$ cat src/rtl/core/sm3_pkg.sv
// sm3_pkg: shared constants and helper functions for the sm3 hash core
// holds round constants, reset chaining value and the permutation functions
// no dependencies

package sm3_pkg;

    typedef logic [31:0] t_word;

    // round constants for rounds 0..15 and 16..63
    localparam t_word T_LOW  = 32'h79CC4519;
    localparam t_word T_HIGH = 32'h7A879D8A;

    // reset values of the iv registers, word a first
    localparam t_word IV_RESET [8] = '{
        32'h3452666F, 32'h4914B2B0, 32'h859442D7, 32'hDA8A0600,
        32'hA96F30BC, 32'h163138AA, 32'hE38DEE4D, 32'hB0FB0E4E
    };

    localparam int NUM_ROUNDS = 64;
    localparam int BLOCK_WORDS = 16;
    localparam int DIGEST_WORDS = 8;

    // left rotate, a zero amount returns the word unchanged
    function automatic t_word rotl(input t_word x, input logic [4:0] n);
        return (x << n) | (x >> (6'd32 - {1'b0, n}));
    endfunction

    function automatic t_word perm0(input t_word x);
        return x ^ rotl(x, 5'd9) ^ rotl(x, 5'd17);
    endfunction

    function automatic t_word perm1(input t_word x);
        return x ^ rotl(x, 5'd15) ^ rotl(x, 5'd23);
    endfunction

    // rotated round constant for round j
    function automatic t_word t_rot(input logic [5:0] j);
        t_word base;
        base = (j[5:4] == 2'b00) ? T_LOW : T_HIGH;
        return rotl(base, j[4:0]);
    endfunction

endpackage

$ cat src/rtl/core/sm3_hash_core.sv
// sm3_hash_core: iterative sm3 hash engine, one compression round per cycle
// depends on sm3_pkg for constants and the permutation functions
// message words in on the slave stream, digest words out on the master stream
//
// usage
//   slave stream: one 32-bit big-endian word of the padded message per
//   transaction, tlast on the final word. software does all padding. every
//   16 words form a block; a final block cut short by tlast is zero filled.
//   master stream: eight digest words, word a first, tlast on the eighth.
//   config port: i_cfg_we writes iv register i_cfg_addr (words a..h). the
//   iv is loaded into the chaining value on the first word of each message.
// timing
//   words are taken one per cycle while a block fills. a full block (or a
//   tlast) starts the compression rounds on the shared round datapath,
//   during which tready is low, so no new word is taken while a block is
//   compressed. the chaining value update happens in the last round.
//   after the final block the digest is shown once its last round is done
//   and drains at one word per cycle while tready is high.
//   a stalled receiver holds the current digest word; no new message word is
//   taken until the eighth digest word has been accepted.
// reset
//   synchronous active-low reset returns to idle, clears the word and round
//   counters and restores the iv registers to their reset values.

module sm3_hash_core (
    input  logic        i_clk,
    input  logic        i_rst_n,
    // message stream
    input  logic        i_s_axis_tvalid,
    output logic        o_s_axis_tready,
    input  logic [31:0] i_s_axis_tdata,   // [31:0] message_word
    input  logic        i_s_axis_tlast,   // message_end
    // digest stream
    output logic        o_m_axis_tvalid,
    input  logic        i_m_axis_tready,
    output logic [31:0] o_m_axis_tdata,   // [31:0] digest_word
    output logic        o_m_axis_tlast,   // digest_last
    // configuration writes
    input  logic        i_cfg_we,
    input  logic [2:0]  i_cfg_addr,
    input  logic [31:0] i_cfg_wdata
);

    typedef enum logic [1:0] {
        S_IDLE,
        S_ROUND,
        S_OUT
    } t_state;

    t_state         r_state;
    sm3_pkg::t_word r_iv [8];
    sm3_pkg::t_word r_cv [8];
    sm3_pkg::t_word r_wv [8];
    sm3_pkg::t_word r_w  [16];
    logic [3:0]     r_word_idx;
    logic [5:0]     r_round;
    logic [2:0]     r_out_cnt;
    logic           r_in_msg;
    logic           r_last_blk;

    logic           in_xact;
    logic           out_xact;
    logic           blk_full;

    // round datapath signals
    sm3_pkg::t_word a12, ss1, ss2, ff, gg, tt1, tt2, sum1, w_next;
    sm3_pkg::t_word n_wv [8];

    assign o_s_axis_tready = (r_state == S_IDLE);
    assign o_m_axis_tvalid = (r_state == S_OUT);
    assign o_m_axis_tdata  = r_cv[0];
    assign o_m_axis_tlast  = (r_out_cnt == 3'(sm3_pkg::DIGEST_WORDS - 1));

    assign in_xact  = i_s_axis_tvalid && o_s_axis_tready;
    assign out_xact = o_m_axis_tvalid && i_m_axis_tready;
    assign blk_full = i_s_axis_tlast || (r_word_idx == 4'(sm3_pkg::BLOCK_WORDS - 1));

    // one compression round on the working variables
    always_comb begin
        a12  = sm3_pkg::rotl(r_wv[0], 5'd12);
        sum1 = a12 + r_wv[4] + sm3_pkg::t_rot(r_round);
        ss1  = sm3_pkg::rotl(sum1, 5'd7);
        ss2  = ss1 ^ a12;
        if (r_round[5:4] == 2'b00) begin
            ff = r_wv[0] ^ r_wv[1] ^ r_wv[2];
            gg = r_wv[4] ^ r_wv[5] ^ r_wv[6];
        end else begin
            ff = (r_wv[0] & r_wv[1]) | (r_wv[0] & r_wv[2]) | (r_wv[1] & r_wv[2]);
            gg = (r_wv[4] & r_wv[5]) | (~r_wv[4] & r_wv[6]);
        end
        tt1 = ff + r_wv[3] + ss2 + (r_w[0] ^ r_w[4]);
        tt2 = gg + r_wv[7] + ss1 + r_w[0];
        n_wv[0] = tt1;
        n_wv[1] = r_wv[0];
        n_wv[2] = sm3_pkg::rotl(r_wv[1], 5'd9);
        n_wv[3] = r_wv[2];
        n_wv[4] = sm3_pkg::perm0(tt2);
        n_wv[5] = r_wv[4];
        n_wv[6] = sm3_pkg::rotl(r_wv[5], 5'd19);
        n_wv[7] = r_wv[6];
    end

    // message expansion: next word entering the 16-word window
    assign w_next = sm3_pkg::perm1(r_w[0] ^ r_w[7] ^ sm3_pkg::rotl(r_w[13], 5'd15))
                    ^ sm3_pkg::rotl(r_w[3], 5'd7) ^ r_w[10];

    // sequencer, counters, iv registers and datapath registers
    always_ff @(posedge i_clk) begin
        if (!i_rst_n) begin
            r_state    <= S_IDLE;
            r_word_idx <= '0;
            r_round    <= '0;
            r_out_cnt  <= '0;
            r_in_msg   <= 1'b0;
            r_last_blk <= 1'b0;
            for (int i = 0; i < 8; i++) begin
                r_iv[i] <= sm3_pkg::IV_RESET[i];
            end
        end else begin
            if (i_cfg_we) begin
                r_iv[i_cfg_addr] <= i_cfg_wdata;
            end
            unique case (r_state)
                S_IDLE: begin
                    if (in_xact) begin
                        // store the word, zero fill the rest on a short final block
                        for (int k = 0; k < sm3_pkg::BLOCK_WORDS; k++) begin
                            if (4'(k) == r_word_idx) begin
                                r_w[k] <= i_s_axis_tdata;
                            end else if (i_s_axis_tlast && (4'(k) > r_word_idx)) begin
                                r_w[k] <= '0;
                            end
                        end
                        // first word of a message loads the iv
                        if (!r_in_msg) begin
                            r_cv <= r_iv;
                        end
                        r_in_msg <= 1'b1;
                        if (blk_full) begin
                            if (r_in_msg) begin
                                r_wv <= r_cv;
                            end else begin
                                r_wv <= r_iv;
                            end
                            r_round    <= '0;
                            r_word_idx <= '0;
                            r_last_blk <= i_s_axis_tlast;
                            r_state    <= S_ROUND;
                        end else begin
                            r_word_idx <= r_word_idx + 4'd1;
                        end
                    end
                end
                S_ROUND: begin
                    r_wv <= n_wv;
                    for (int k = 0; k < sm3_pkg::BLOCK_WORDS - 1; k++) begin
                        r_w[k] <= r_w[k + 1];
                    end
                    r_w[sm3_pkg::BLOCK_WORDS - 1] <= w_next;
                    r_round <= r_round + 6'd1;
                    if (r_round == 6'(sm3_pkg::NUM_ROUNDS - 1)) begin
                        // fold the round result into the chaining value
                        for (int i = 0; i < 8; i++) begin
                            r_cv[i] <= r_cv[i] ^ n_wv[i];
                        end
                        if (r_last_blk) begin
                            r_in_msg  <= 1'b0;
                            r_out_cnt <= '0;
                            r_state   <= S_OUT;
                        end else begin
                            r_state <= S_IDLE;
                        end
                    end
                end
                S_OUT: begin
                    // digest drains from the chaining value, word a first
                    if (out_xact) begin
                        for (int i = 0; i < 7; i++) begin
                            r_cv[i] <= r_cv[i + 1];
                        end
                        r_out_cnt <= r_out_cnt + 3'd1;
                        if (o_m_axis_tlast) begin
                            r_state <= S_IDLE;
                        end
                    end
                end
                default: begin
                    r_state <= S_IDLE;
                end
            endcase
        end
    end

endmodule

$ cat config.mk
export PLATFORM = sky130hd
export DESIGN_NAME = sm3_hash_core
export DESIGN_NICKNAME = d
export VERILOG_FILES = /design/src/rtl/core/sm3_pkg.sv /design/src/rtl/core/sm3_hash_core.sv
export SDC_FILE = /design/constraint.sdc
export NUM_CORES = 2
export LEC_CHECK = 0
export BUFFER_PORTS_ARGS = -buffer_cell sky130_fd_sc_hd__buf_2
export CAP_MARGIN = 30
export CORE_ASPECT_RATIO = 1.25
export CORE_MARGIN = 5
export CORE_UTILIZATION = 69
export CTS_CLUSTER_SIZE = 28
export DETAILED_ROUTE_END_ITERATION = 10
export PLACE_DENSITY = 0.86
export SLEW_MARGIN = 15
export SYNTH_ARGS = -nofsm -noshare
export SYNTH_HDL_FRONTEND = slang
export SYNTH_SLANG_ARGS = --single-unit
$ cat constraint.sdc
create_clock -name i_clk -period 70.5 [get_ports i_clk]
set_input_delay 3.525 -clock i_clk [delete_from_list [all_inputs] [get_ports i_clk]]
set_output_delay 3.525 -clock i_clk [all_outputs]
set_load 0.01 [all_outputs]
==> impl_metrics.toml <==
[die]
die_w_um = 305
dieArea_um2 = 116000
die_y_um = 379
start_util = 0.693
pin_count = 108
num_rows = 135
core_region_area_um2 = 108000

[finish]
area_growth_pct = 7.19
drive_gt1_frac = 0.119
fin_nets = 7236
fin_area_um2 = 80500

[logic_synthesis]
avgSynthCellArea_um2 = 10.6
synthArstFlopShare = 0
ys_top_cells_by_count = "edfxtp_1, nand2_1, a21oi_1"
synth_edf_count = 992
synth_top_area_share = 0.397
ys_ff_latch = 1297
synth_top_area_cell = "edfxtp_1"
ys_seq_area_frac = 0.478
synth_ff_type = "edfxtp_1"
syn-cell-area_um2 = 75100
synth_area_leaders = "edfxtp_1, dfxtp_1, mux2_2"
synth_most_common_cell = "edfxtp_1"
synthesis.nets = 7472
synth_cell_types = 83
yosys_warnings = 0
syn_inst = 7102

[detailed_routing]
vias = 60087
dr.pass1.iters = 7
wire_per_inst_um = 33.2
viasPerCell = 7.13
drtIter0Drc = 9448
route.final.wire_length_um = 280000
ant_nets = 0
route.detailed.drc = 0

[cts]
cts-root-buf = "clkbuf_16"
cts_buffers = 120
cts_tree = "done"
cts_hold_buffers = 0
cts_max_path_buffers = 3
cts_sinks = 1297
post_cts_resized = 0
clock_latency_ns = 0.77
cts_setup_buffers = 0
clk_pin_slew_ns = 0.07
h-tree-depth = 3

[worst_setup_path]
ff2ff_path_depth = 41
cp.required_ns = 70.96
cp_max_fo = 71
end_kind = "register"
start_kind = "register"
crit_slowest_cell = "dfxtp_1"
cp_top_family = "compound AO/OA/AOI/OAI gates"
crit_type = "reg -> reg"
path_buf_inv = 7
cp.depth = 41
arrival_ns = 12.50
cpMostUsedCell = "fa_1"
cpPeakStageDelay_ns = 0.88

[min_path]
min_path_type = "reg -> reg"
hold_depth = 2

[sta]
worst_pin_slew_ns = 1.20
layout_min_cycle_time_ns = 12.04
finalCritPeriodShare = 0.171
fin_hold_ws_ns = 0.454
rsz0062_at_grt = "false"
setup_tns_ns = 0
max_freq_mhz = 83.1
slew_viol_final = 0
finalHoldViolations = 0
relSlewSlack = 0.200
finClkSkew_ns = 0.0343
setup_viol = 0

[placed_design]
dp_hpwl_um = 197000
portBuffers = 107
dpl_cell_area_um2 = 76300
place_congestion = 1.11

[global_route]
grt_pass1_wl_um = 399000
grt_pass1_vias = 57732
grt_max_degree = 194
track_usage = 0.471
antenna_found_initial = 22
grt-ovfl-total = 0

[job]
max_cap_viol_count = 0

[status]
status = "completed"
[metrics by stage]
| stage | std cells | setup slack (ns) | util |
|---|---|---|---|
| 6_report | 8423 | 58.46 | 0.743 |
| 2_1_floorplan | 7102 | 44.19 | - |
| 5_1_grt | 8414 | 57.77 | 0.743 |
| 4_1_cts | 8401 | 58.67 | 0.742 |
| 3_3_place_gp | 8160 | 58.84 | 0.703 |
| 3_5_place_dp | 8173 | 58.71 | 0.705 |
[worst min-delay path, stage by stage, from the launching register on]
cell and delay, ns:
dfxtp_1 0.31, nand2_1 0.05, a21oi_1 0.05
[worst paths after layout]
path	start	endpoint	slack (ns)
worst max-delay path	r_round[5]	r_cv[125]	58.46
worst min-delay path	r_iv[0]	r_iv[0]	0.45
worst max register to register	r_round[5]	r_cv[125]	58.46
worst min register to register	r_iv[0]	r_iv[0]	0.45
[cell families after synthesis]
logic type | count (synthesis) | share of synthesized area
XOR/XNOR | 675 | 0.0825
AO/OA/AOI/OAI | 1818 | 0.163
AND/OR/NAND/NOR | 1700 | 0.0964
multiplexers | 454 | 0.0663
flip-flops | 1297 | 0.478
adder cells (fa/ha/maj) | 299 | 0.0686
buffers and inverters | 859 | 0.0451
[cell type report]
cell class / count / area, um2
clock inverters: 59 / 611
well taps: 1438 / 1800
fillers: 7015 / 27800
multi-input cells: 4946 / 36100
inverters: 271 / 1030
diodes: 13 / 32.5
flip-flops and latches: 1297 / 35900
repair buffers: 230 / 1640
clock buffers: 169 / 3390
[metal layers]
metal,share of wire,routed length [um],up-vias,track usage
met2,0.45,125000,4883,0.725
li1,-,-,25023,-
met5,0.000086,24,-,0
met3,0.12,33100,1141,0.109
met1,0.32,90400,29036,0.558
met4,0.11,31200,4,0.413
[cell usage in the layout, fill, tap and decap left out, drive strengths merged, types with 17 or more instances in the layout]
cell | synthesis | final
a21oi | 608 | 608
o22ai | 23 | 23
fa | 188 | 188
dfxtp | 305 | 305
a31oi | 24 | 24
nor2 | 446 | 446
clkinv | 1 | 40
ha | 109 | 109
nor3 | 70 | 70
nand2 | 792 | 792
nor2b | 47 | 47
nand2b | 21 | 21
clkbuf | 501 | 171
xnor2 | 386 | 386
o221ai | 40 | 40
a21o | 87 | 87
inv | 270 | 277
and2 | 48 | 48
a211oi | 95 | 95
nand3 | 209 | 209
a22oi | 185 | 185
a22o | 418 | 418
mux2i | 106 | 106
o21ai | 212 | 212
xor2 | 270 | 270
edfxtp | 992 | 992
mux2 | 348 | 348
buf | 87 | 228
xnor3 | 17 | 17
[flip-flops by register name (all words and copies together), names as in the netlist]
register        count
r_w               512
r_iv              256
r_cv              224
n_wv              128
r_wv              128
o_m_axis_tdata     32
r_round             6
r_word_idx          4
r_out_cnt           3
r_state             2
r_in_msg            1
r_last_blk          1
Power is left out: the tool's default activity adds up to more than one toggle a clock period on the data nets, which glitch-free logic cannot reach.
